===== config.mk =====
export PLATFORM = sky130hd
export DESIGN_NAME = websocket_frame_deframer
export DESIGN_NICKNAME = d
export VERILOG_FILES = /design/src/design/wsd_pkg.sv /design/src/design/wsd_parser.sv /design/src/design/wsd_queue.sv /design/src/design/wsd_unmask.sv /design/src/design/websocket_frame_deframer.sv
export SDC_FILE = /design/constraint.sdc
export NUM_CORES = 1
export LEC_CHECK = 0
export BUFFER_PORTS_ARGS = -buffer_cell sky130_fd_sc_hd__buf_2
export CORE_ASPECT_RATIO = 1.1
export CORE_UTILIZATION = 50
export CTS_CLUSTER_SIZE = 16
export DETAILED_ROUTE_END_ITERATION = 8
export PLACE_DENSITY = 0.64
export SKIP_CTS_REPAIR_TIMING = 1
export SLEW_MARGIN = 40
export SYNTH_ARGS = -nofsm -noshare
export SYNTH_HDL_FRONTEND = slang
export SYNTH_SLANG_ARGS = --single-unit

===== constraint.sdc =====
create_clock -name clk -period 8.05 [get_ports clk]
set_clock_uncertainty 0.05 [all_clocks]
set_input_delay 1.61 -clock clk [delete_from_list [all_inputs] [get_ports clk]]
set_output_delay 1.61 -clock clk [all_outputs]
set_load 0.05 [all_outputs]

===== src/design/wsd_pkg.sv =====
// Package for the WebSocket frame deframer: item types, result kinds, queue sizing.
// Used by every module of the design folder; depends on nothing.
package wsd_pkg;

	localparam int LEN_W = 63;
	localparam int QUEUE_DEPTH_DEF = 4;

	// result kinds
	localparam logic [1:0] KIND_HEADER  = 2'd0;
	localparam logic [1:0] KIND_PAYLOAD = 2'd1;
	localparam logic [1:0] KIND_TRUNC   = 2'd2;

	// second header byte length codes
	localparam logic [6:0] LEN7_MAX_SHORT = 7'd125;
	localparam logic [6:0] LEN7_EXT16     = 7'd126;

	// header bytes that follow the second byte
	localparam logic [3:0] EXT16_BYTES = 4'd2;
	localparam logic [3:0] EXT64_BYTES = 4'd8;
	localparam logic [3:0] KEY_BYTES   = 4'd4;

	typedef struct packed {
		logic [7:0] rx_byte;
		logic       stream_end;
	} in_item_t;

	typedef struct packed {
		logic [1:0]       kind;
		logic             fin;
		logic [3:0]       opcode;
		logic             masked;
		logic [LEN_W-1:0] frame_len;
		logic [7:0]       payload_byte;
		logic             last_of_frame;
	} out_item_t;

	// classified item passed from the parser to the output stage
	typedef struct packed {
		logic [1:0]       kind;
		logic             fin;
		logic [3:0]       opcode;
		logic             masked;
		logic [LEN_W-1:0] frame_len;
		logic [7:0]       data;
		logic [7:0]       key;
		logic             last;
	} q_entry_t;

endpackage


===== src/design/wsd_parser.sv =====
// Front end of the deframer: header parser that classifies each received byte.
// Depends on wsd_pkg; pushes classified items into wsd_queue.
module wsd_parser (
	input  logic              clk,
	input  logic              arst_n,
	input  logic              accept,
	input  wsd_pkg::in_item_t item,
	output logic              push,
	output wsd_pkg::q_entry_t entry
);
	import wsd_pkg::*;

	localparam logic [2:0] PH_IDLE    = 3'd0;
	localparam logic [2:0] PH_SECOND  = 3'd1;
	localparam logic [2:0] PH_EXTLEN  = 3'd2;
	localparam logic [2:0] PH_KEY     = 3'd3;
	localparam logic [2:0] PH_PAYLOAD = 3'd4;

	logic [2:0]       phase_q;
	logic             fin_q;
	logic [3:0]       opcode_q;
	logic             mask_q;
	logic [LEN_W-1:0] len_q;
	logic [3:0]       cnt_q;
	logic [31:0]      key_q;
	logic [LEN_W-1:0] rem_q;
	logic [1:0]       kidx_q;

	logic             hdr_done;
	logic             hdr_mask;
	logic [LEN_W-1:0] hdr_len;
	logic [LEN_W-1:0] len_shift;
	logic [6:0]       len7;
	logic             last_byte;
	logic [7:0]       key_byte;

	assign len7      = item.rx_byte[6:0];
	assign len_shift = {len_q[LEN_W-9:0], item.rx_byte};
	assign last_byte = (rem_q == {{(LEN_W-1){1'b0}}, 1'b1});

	// pick the key byte for this payload position, first key byte on top
	always_comb begin
		case (kidx_q)
			2'd0: key_byte = key_q[31:24];
			2'd1: key_byte = key_q[23:16];
			2'd2: key_byte = key_q[15:8];
			2'd3: key_byte = key_q[7:0];
			default: key_byte = key_q[31:24];
		endcase
	end

	// detect header completion on this byte
	always_comb begin
		hdr_done = 1'b0;
		hdr_mask = mask_q;
		hdr_len  = len_q;
		case (phase_q)
			PH_SECOND: begin
				hdr_mask = item.rx_byte[7];
				hdr_len  = {{(LEN_W-7){1'b0}}, len7};
				hdr_done = (len7 <= LEN7_MAX_SHORT) && !item.rx_byte[7];
			end
			PH_EXTLEN: begin
				hdr_len  = len_shift;
				hdr_done = (cnt_q == 4'd1) && !mask_q;
			end
			PH_KEY: begin
				hdr_done = (cnt_q == 4'd1);
			end
			default: begin
				hdr_done = 1'b0;
			end
		endcase
	end

	// classify the byte into a queue item
	always_comb begin
		push                 = 1'b0;
		entry                = '0;
		entry.fin            = fin_q;
		entry.opcode         = opcode_q;
		entry.masked         = mask_q;
		if (item.stream_end) begin
			entry.kind = KIND_TRUNC;
			entry.last = 1'b1;
			push       = accept && (phase_q >= PH_SECOND) && (phase_q <= PH_PAYLOAD);
		end else if (hdr_done) begin
			entry.kind           = KIND_HEADER;
			entry.masked         = hdr_mask;
			entry.frame_len      = hdr_len;
			entry.last           = (hdr_len == '0);
			push                 = accept;
		end else if (phase_q == PH_PAYLOAD) begin
			entry.kind           = KIND_PAYLOAD;
			entry.frame_len      = len_q;
			entry.data           = item.rx_byte;
			entry.key            = mask_q ? key_byte : 8'd0;
			entry.last           = last_byte;
			push                 = accept;
		end
	end

	// advance the header state on every accepted byte
	always_ff @(posedge clk or negedge arst_n) begin
		if (!arst_n) begin
			phase_q  <= PH_IDLE;
			fin_q    <= 1'b0;
			opcode_q <= 4'd0;
			mask_q   <= 1'b0;
			len_q    <= '0;
			cnt_q    <= 4'd0;
			key_q    <= 32'd0;
			rem_q    <= '0;
			kidx_q   <= 2'd0;
		end else if (accept) begin
			if (item.stream_end || (hdr_done && hdr_len == '0) ||
				(!hdr_done && phase_q == PH_PAYLOAD && last_byte)) begin
				// frame over: back to idle
				phase_q  <= PH_IDLE;
				fin_q    <= 1'b0;
				opcode_q <= 4'd0;
				mask_q   <= 1'b0;
				len_q    <= '0;
				cnt_q    <= 4'd0;
				key_q    <= 32'd0;
				rem_q    <= '0;
				kidx_q   <= 2'd0;
			end else if (hdr_done) begin
				mask_q  <= hdr_mask;
				len_q   <= hdr_len;
				cnt_q   <= 4'd0;
				rem_q   <= hdr_len;
				kidx_q  <= 2'd0;
				phase_q <= PH_PAYLOAD;
				if (phase_q == PH_KEY) begin
					key_q <= {key_q[23:0], item.rx_byte};
				end
			end else begin
				case (phase_q)
					PH_SECOND: begin
						mask_q <= item.rx_byte[7];
						if (len7 <= LEN7_MAX_SHORT) begin
							// short length with key to follow
							len_q   <= {{(LEN_W-7){1'b0}}, len7};
							cnt_q   <= KEY_BYTES;
							key_q   <= 32'd0;
							phase_q <= PH_KEY;
						end else begin
							len_q   <= '0;
							cnt_q   <= (len7 == LEN7_EXT16) ? EXT16_BYTES : EXT64_BYTES;
							phase_q <= PH_EXTLEN;
						end
					end
					PH_EXTLEN: begin
						len_q <= len_shift;
						if (cnt_q == 4'd1) begin
							cnt_q   <= KEY_BYTES;
							key_q   <= 32'd0;
							phase_q <= PH_KEY;
						end else begin
							cnt_q <= cnt_q - 4'd1;
						end
					end
					PH_KEY: begin
						key_q <= {key_q[23:0], item.rx_byte};
						cnt_q <= cnt_q - 4'd1;
					end
					PH_PAYLOAD: begin
						kidx_q <= kidx_q + 2'd1;
						rem_q  <= rem_q - {{(LEN_W-1){1'b0}}, 1'b1};
					end
					default: begin
						// idle and unused codes: take the first header byte
						fin_q    <= item.rx_byte[7];
						opcode_q <= item.rx_byte[3:0];
						mask_q   <= 1'b0;
						len_q    <= '0;
						phase_q  <= PH_SECOND;
					end
				endcase
			end
		end
	end

	a_payload_rem: assert property (@(posedge clk) disable iff (!arst_n)
		(phase_q == PH_PAYLOAD) |-> (rem_q != '0))
		else $error("payload phase with no bytes remaining");

	a_last_idle: assert property (@(posedge clk) disable iff (!arst_n)
		(push && entry.last) |=> (phase_q == PH_IDLE))
		else $error("frame ended but parser not idle");

endmodule


===== src/design/wsd_queue.sv =====
// Short queue of classified items between the parser and the output stage.
// Depends on wsd_pkg for the entry type.
module wsd_queue #(
	parameter int DEPTH = wsd_pkg::QUEUE_DEPTH_DEF
) (
	input  logic              clk,
	input  logic              arst_n,
	input  logic              push,
	input  wsd_pkg::q_entry_t wr_entry,
	input  logic              pop,
	output wsd_pkg::q_entry_t rd_entry,
	output logic              full,
	output logic              empty
);
	import wsd_pkg::*;

	localparam int AW = (DEPTH > 1) ? $clog2(DEPTH) : 1;
	localparam int CW = $clog2(DEPTH + 1);
	localparam logic [AW-1:0] LAST_PTR = AW'(DEPTH - 1);
	localparam logic [CW-1:0] DEPTH_CNT = CW'(DEPTH);

	q_entry_t        mem_q [DEPTH];
	logic [AW-1:0]   wr_ptr_q;
	logic [AW-1:0]   rd_ptr_q;
	logic [CW-1:0]   count_q;

	assign full     = (count_q == DEPTH_CNT);
	assign empty    = (count_q == '0);
	assign rd_entry = mem_q[rd_ptr_q];

	// store entries
	always_ff @(posedge clk) begin
		if (push) begin
			mem_q[wr_ptr_q] <= wr_entry;
		end
	end

	// advance pointers and fill count
	always_ff @(posedge clk or negedge arst_n) begin
		if (!arst_n) begin
			wr_ptr_q <= '0;
			rd_ptr_q <= '0;
			count_q  <= '0;
		end else begin
			if (push) begin
				wr_ptr_q <= (wr_ptr_q == LAST_PTR) ? '0 : wr_ptr_q + AW'(1);
			end
			if (pop) begin
				rd_ptr_q <= (rd_ptr_q == LAST_PTR) ? '0 : rd_ptr_q + AW'(1);
			end
			if (push && !pop) begin
				count_q <= count_q + CW'(1);
			end else if (pop && !push) begin
				count_q <= count_q - CW'(1);
			end
		end
	end

	a_no_overflow: assert property (@(posedge clk) disable iff (!arst_n)
		full |-> !push)
		else $error("push into full queue");

	a_no_underflow: assert property (@(posedge clk) disable iff (!arst_n)
		empty |-> !pop)
		else $error("pop from empty queue");

endmodule


===== src/design/wsd_unmask.sv =====
// Back end of the deframer: unmasks payload bytes and holds the result register.
// Depends on wsd_pkg; drains wsd_queue.
module wsd_unmask (
	input  logic               clk,
	input  logic               arst_n,
	input  wsd_pkg::q_entry_t  entry,
	input  logic               empty,
	output logic               pop,
	output logic               result_valid,
	input  logic               result_stall,
	output wsd_pkg::out_item_t result
);
	import wsd_pkg::*;

	logic      valid_q;
	out_item_t out_q;

	assign pop          = !empty && (!valid_q || !result_stall);
	assign result_valid = valid_q;
	assign result       = out_q;

	// load the result register when it is free or being taken
	always_ff @(posedge clk or negedge arst_n) begin
		if (!arst_n) begin
			valid_q <= 1'b0;
		end else if (!valid_q || !result_stall) begin
			valid_q <= !empty;
		end
	end

	always_ff @(posedge clk) begin
		if (pop) begin
			out_q.kind           <= entry.kind;
			out_q.fin            <= entry.fin;
			out_q.opcode         <= entry.opcode;
			out_q.masked         <= entry.masked;
			out_q.frame_len      <= entry.frame_len;
			out_q.payload_byte   <= entry.data ^ entry.key;
			out_q.last_of_frame  <= entry.last;
		end
	end

	a_kind_legal: assert property (@(posedge clk) disable iff (!arst_n)
		valid_q |-> (out_q.kind == KIND_HEADER || out_q.kind == KIND_PAYLOAD ||
			out_q.kind == KIND_TRUNC))
		else $error("result carries an undefined kind");

endmodule


===== src/design/websocket_frame_deframer.sv =====
// WebSocket frame deframer (receive side): header parse, payload unmask.
// Instantiates wsd_parser, wsd_queue and wsd_unmask; depends on wsd_pkg.
//
// Usage:
//   Input channel byte_item/byte_valid/byte_stall carries one stream byte per
//   item, or a stream end marker. Output channel result/result_valid/
//   result_stall carries one result per header, payload byte or truncation.
//   Header bytes before the last one produce no result.
// Path: an accepted byte's item is written into the queue at the accepting edge,
//   and the output register loads it from the queue when that register is free
//   or being taken.
// Throughput: one byte per cycle while byte_stall is low. The parser updates
//   its header state on each accepted byte, and the queue plus output register
//   let the next byte enter while a result is still waiting.
// Stall: when the receiver stalls, the output register holds its item and
//   the queue fills; byte_stall rises once the queue is full.
// Reset: arst_n clears the parser to idle and empties the queue and the
//   output register. No clearing pass is needed.
module websocket_frame_deframer #(
	parameter int QUEUE_DEPTH = wsd_pkg::QUEUE_DEPTH_DEF
) (
	input  logic               clk,
	input  logic               arst_n,
	input  wsd_pkg::in_item_t  byte_item,
	input  logic               byte_valid,
	output logic               byte_stall,
	output wsd_pkg::out_item_t result,
	output logic               result_valid,
	input  logic               result_stall
);
	import wsd_pkg::*;

	logic     accept;
	logic     push;
	logic     pop;
	logic     full;
	logic     empty;
	q_entry_t wr_entry;
	q_entry_t rd_entry;

	assign byte_stall = full;
	assign accept     = byte_valid && !full;

	wsd_parser u_parser (
		.clk    (clk),
		.arst_n (arst_n),
		.accept (accept),
		.item   (byte_item),
		.push   (push),
		.entry  (wr_entry)
	);

	wsd_queue #(
		.DEPTH (QUEUE_DEPTH)
	) u_queue (
		.clk      (clk),
		.arst_n   (arst_n),
		.push     (push),
		.wr_entry (wr_entry),
		.pop      (pop),
		.rd_entry (rd_entry),
		.full     (full),
		.empty    (empty)
	);

	wsd_unmask u_unmask (
		.clk          (clk),
		.arst_n       (arst_n),
		.entry        (rd_entry),
		.empty        (empty),
		.pop          (pop),
		.result_valid (result_valid),
		.result_stall (result_stall),
		.result       (result)
	);

endmodule

; Yosys cells after proc, flatten, opt, wreduce, memory -nomap -nowiden
; Memory sizes are Yosys's and may differ from the RTL's.
; Cells that the tools add are included.
[totals]
register_bits = 261
latchBits = 0
ram_bits = 352
romBits = 0
inputBits = 13
wordCells = 152
memories = 1
[memory_table]
columns = memory, depth, width, rd, rd_ports_with_merged_regs, wr, line_no
row1 = u_queue.mem_q, 4, 88, 1, 0, 1, wsd_queue.sv:22  ; q_entry_t mem_q [DEPTH];
[classes]
n_addsub = 7
mul = 0
div_mod_pow = 0
order_cmp = 3
n_eq_ne = 20
shift = 0
mux = 60
bitwise_logic = 1
n_reduce_logical = 40
[op_table]
columns = cell, count
row1 = $mux 63, 6
row2 = $pmux 63 s3, 1
row3 = $mux 32, 5
row4 = $mux 80, 2
row5 = $pmux 63 s2, 1
row6 = $pmux 32 s3, 1
row7 = $eq 63x1->1 const B, 1
row8 = $logic_not 63->1, 1
row9 = $sub 63x1->63 const B, 1
row10 = $mux 4, 8
row11 = $pmux 8 s4, 1
row12 = $mux 1, 17
row13 = $mux 16, 1
row14 = $mux 3, 5
row15 = $mux 2, 6
row16 = $pmux 4 s3, 1
row17 = $logic_and 1x1->1, 11
row18 = $logic_not 1->1, 9
row19 = $pmux 3 s3, 1
row20 = $eq 2x2->1 const B, 4
row21 = $mux 8, 1
row22 = $ne 4x1->1 const B, 2
row23 = $reduce_and 2->1, 4
row24 = $xor 8x8->8, 1
row25 = 32 further kinds, 40

; Depth between registers and ports, before layout
[logic_depth]
depth_word = 10
ltp_mapped = 16
depth_no_buf = 14

; Hierarchy
; A second synthesis with hierarchy kept.
[unflattened]
cells_unflattened = 2023
hier_area_um2 = 27341.2
[by_module_without_submodules]
columns = mod, instances, cells_each, area_each_um2, seq_area_each_um2
row1 = wsd_queue, 1, 497, 13202.7, 10745.3
row2 = wsd_parser, 1, 1434, 11612.4, 4329.2
row3 = wsd_unmask, 1, 91, 2512.4, 2427.3
row4 = websocket_frame_deframer, 1, 1, 13.8, 0.0

; Worst setup path after synthesis
; Ideal clock, no wire load.
[synth_timing]
path_type = input port to flip-flop
start = input byte_item[8] in the netlist's numbering
end = memory u_queue.mem_q[0][0] in the netlist's numbering, enable pin
arrival_ns = 4.834
t_required_ns = 7.543
path_slack_ns = 2.709
path_stages = 6
path_buffers = 1
path_cell_list = nor4b_1 -> o31a_1 -> nor2_1 -> a21oi_1 -> clkbuf_1 -> and3_1
[synth_via]
elab_chain_len = 7
[synth_rtl]
columns = element, line_no
row1 = start: declaration, websocket_frame_deframer.sv:24  ; input wsd_pkg::in_item_t byte_item,
row2 = $logic_not 1->1, wsd_parser.sv:61  ; hdr_done = (len7 <= LEN7_MAX_SHORT) && !item.rx_byte[7];
row3 = $logic_and 1x1->1, wsd_parser.sv:61
row4 = $pmux 1 s3, wsd_parser.sv:57  ; case (phase_q)
row5 = $mux 1, wsd_parser.sv:87  ; end else if (hdr_done) begin
row6 = $mux 1, wsd_parser.sv:83  ; if (item.stream_end) begin
row7 = $mux 1, wsd_queue.sv:33  ; if (push) begin
row8 = $mux 1 (not written as such), wsd_queue.sv:34  ; mem_q[wr_ptr_q] <= wr_entry;
row9 = end: declaration, wsd_queue.sv:22
; Every way passes these cells.

; Worst setup path after layout
[layout_timing]
start = register u_parser.phase_q[0]
end = register u_parser.len_q[48]
[layout_via]
elab_chain_len = 8
[layout_rtl]
columns = element, line_no
row1 = start: declaration, wsd_parser.sv:19  ; logic [2:0] phase_q;
row2 = start signal: assignment, wsd_parser.sv:106  ; phase_q <= PH_IDLE;
row3 = start signal: assignment, wsd_parser.sv:119  ; phase_q <= PH_IDLE;
row4 = start signal: assignment, wsd_parser.sv:134  ; phase_q <= PH_PAYLOAD;
row5 = $eq 3x2->1 / $eq 3x1->1 (equally long branches), "wsd_parser.sv:57, wsd_parser.sv:139"
row6 = $pmux 63 s2 / $pmux 1 s3 (equally long branches), wsd_parser.sv:57
row7 = $logic_not 63->1 / $logic_not 1->1 (equally long branches), "wsd_parser.sv:116, wsd_parser.sv:117"
row8 = "$logic_and 1x1->1, on equally long branches", "wsd_parser.sv:116, wsd_parser.sv:117"
row9 = $logic_or 1x1->1 / $logic_and 1x1->1 (equally long branches), "wsd_parser.sv:116, wsd_parser.sv:117"
row10 = $logic_or 1x1->1, wsd_parser.sv:116  ; if (item.stream_end || (hdr_done && hdr_len == '0) ||
row11 = $ne 3x1->1 (no source line), --
row12 = $reduce_and 2->1 (no source line), --
row13 = end signal: assignment, wsd_parser.sv:130  ; len_q <= hdr_len;
row14 = end signal: assignment, wsd_parser.sv:144  ; len_q <= {{(LEN_W-7){1'b0}}, len7};
row15 = end signal: assignment, wsd_parser.sv:155  ; len_q <= len_shift;
row16 = end: declaration, wsd_parser.sv:23  ; logic [LEN_W-1:0] len_q;
; Parallel ways exist; a longest one is shown, timed or not.
; A chain may end at the register's enable or synchronous reset.

==> results.ini <==
[detailed_routing]
vias_per_cell=6.278
vias=18255
routed_wl_mm=68.71
drtPass1Iterations=7
wl_per_cell_um=23.63
postRouteAntennaNets=0
dr.first_iter.drc_count=2233
drc=0

[final_layout]
n_antenna_cell=0
num-nets-final=2158
layout_common_cells=edfxtp_1 (432), a21oi_1 (212), nor2_1 (207)
drive_gt1_share_pct=15.28
stdcell_count=2908
final_common_cell=edfxtp_1
syn_to_final_growth_pct=11.87

[place]
dp_cells=2798
place.gp.congestion=0.9199
io_buffers=94
dpl.hpwl_mm=42.58

[timing]
setup_tns_ns=0
period_minus_slack_ns=5.012
setup_viol=0
tightestPinTransition_ns=0.8793
slew_headroom_pct=41.38
fmaxAchievable_ghz=0.1995
drv_slew=0
hold_viol=0
post-route-period-util_pct=62.27
rsz0062_at_grt=no

[grt]
globalRouteOverflowTotal=0
grt_pass1_vias=17926
grt_first_pass_wirelength_mm=106.9
track_usage_pct=25.22
antenna_found_initial=0
grt_max_degree=100

[synth]
synth-seq-cells=613
synthArstFlopShare_pct=29.53
synth_edf_count=432
ys_seq_area_share_pct=64.42
postSynthCellCount=2089
ys_warn_count=0
syn_nets=2117
synth_ff_type=edfxtp_1
yosysUniqueCellTypes=72
postSynthAreaPerCell_sq_um=13.01
synth_area_sq_um=27170

[clocking]
worst_skew_pair.late_latency_ns=0.63
cts_tree=done
clock-sinks=613
cts_made_buffers=58
cts_htree_levels=2
cts_buffer_depth=3
clk_pin_slew_ns=0.07
cts_root_buf=clkbuf_16

[worst_setup_path]
worstPathArrival_ns=5.53
crit_type=flip-flop to flip-flop
end_kind=flip-flop
cp.required_ns=8.57
critical_path.max_fanout=69
reg2reg_setup_slack_ns=3.04
cp-start-kind=flip-flop

[floorplan]
io_pins=95
start_util_pct=50.62
die_y_um=246.5
core-area_sq_um=53670
rows=89
die_w_um=224.3
die_area_sq_um=55280

[worst_hold_path]
hold_path.class=flip-flop to flip-flop

[power]
ir_worst_vdd_mv=0.1914
power_density_nw_per_um2=367.9
leakage_nw=10.87

[run]
maxCapViolCount=0

[status]
status=completed

-- cell usage after synthesis (8+ instances only) --
library cell	number	area (sq um)
or3_1	9	56.30
nor4_1	17	106.4
o21ai_0	135	675.7
clkbuf_1	112	420.4
nor2_1	209	784.5
inv_1	21	78.83
edfxtp_1	432	12970
a22o_1	52	455.4
mux4_2	80	1802
a221oi_1	29	254.0
buf_1	16	60.06
nand3_1	40	200.2
a222oi_1	8	80.08
ha_1	14	175.2
dfrtp_1	181	4529
nand2b_1	21	131.4
a32o_1	36	360.4
and2_1	19	118.9
buf_2	9	45.04
nand3b_1	19	142.6
a22oi_1	13	97.59
and3_1	15	93.84
a31oi_1	17	106.4
a2111oi_0	8	70.07
nor3_1	40	200.2
nor3b_1	37	277.8
xor2_1	34	297.8
nand4_1	19	118.9
a21oi_1	214	1071
nand2_1	127	476.7
-- routing by layer --
metal | up-vias | global-route usage, % | share of wire [%]
li1 | 8154 | - | -
met1 | 9192 | 36.85 | 43
met2 | 782 | 39.13 | 46
met3 | 127 | 3.649 | 7.5
met4 | 0 | 8.123 | 2.8
met5 | - | 0 | 0
-- through the flow --
step	hold slack (ns)	setup WS, ns	area, sq um	power, mW	utilization [%]
finish	0.4471	3.038	30400	11.18	56.63
global route	0.4837	2.834	30400	11.69	56.63
CTS	0.4476	3.090	30370	11.19	56.59
detailed placement	0.4317	2.725	28370	8.335	52.86
global placement	0.4271	2.841	28260	8.232	52.66
floorplan	0.3997	2.709	27170	7.197	-
-- cells by family (layout without fill, tap and decap cells) --
group	Yosys count	in the layout	share of synthesized area, %
multiplexers	85	85	6.820
adder cells (fa/ha/maj)	15	15	0.7184
XOR/XNOR	36	36	1.161
AND/OR/NAND/NOR	602	602	10.85
AO/OA/AOI/OAI	567	567	13.38
buffers and inverters	171	262	2.657
flip-flops	613	613	64.42
-- worst max-delay path, stage by stage (launching register included) --
cell and delay (ns):
dfrtp_2 0.50, buf_4 0.62, inv_1 0.12, a2111oi_0 0.65, or2_2 0.23, buf_4 0.36, a211o_2 0.21, buf_4 0.63
o21a_1 0.48, o211a_1 0.22, buf_4 0.51, a32o_1 0.28
-- layout make-up --
class	instances	area [sq um]
clock inverter	35	422.9
tap	728	910.9
fill	4321	23280
clock buffer	75	1577
sequential	613	17510
timing repair buffer	131	837.1
multi-input combinational	1305	9054
inverter	21	80.08
-- power breakdown --
group / internal (mW) / switching, mW
clock: 1.67 / 1.19
sequential: 4.05 / 0.383
combinational: 1.13 / 2.76
-- worst paths after layout --
path / end / cells after the start / start
max reg2reg: u_parser.len_q[48]$_DFFE_PN0P_ / 11 / u_parser.phase_q[0]$_DFFE_PN0P_
min in group asynchronous: u_parser.len_q[28]$_DFFE_PN0P_ / 1 / arst_n
max in group asynchronous: u_parser.phase_q[1]$_DFFE_PN0P_ / 2 / arst_n
min: u_parser.rem_q[22]$_DFFE_PN0P_ / 2 / u_parser.rem_q[22]$_DFFE_PN0P_
min reg2reg: u_parser.rem_q[22]$_DFFE_PN0P_ / 2 / u_parser.rem_q[22]$_DFFE_PN0P_
max: u_parser.len_q[48]$_DFFE_PN0P_ / 11 / u_parser.phase_q[0]$_DFFE_PN0P_
-- state kept, by name, summed over array words and instances (netlist names), 3 cells and up --
signal and flops:
u_parser.len_q 63, u_parser.opcode_q 4, u_unmask.result 80, u_queue.mem_q 352, u_parser.phase_q 3, u_parser.cnt_q 4
u_parser.rem_q 63, u_parser.key_q 32, u_queue.count_q 3
(Power assumes the default switching activity.)
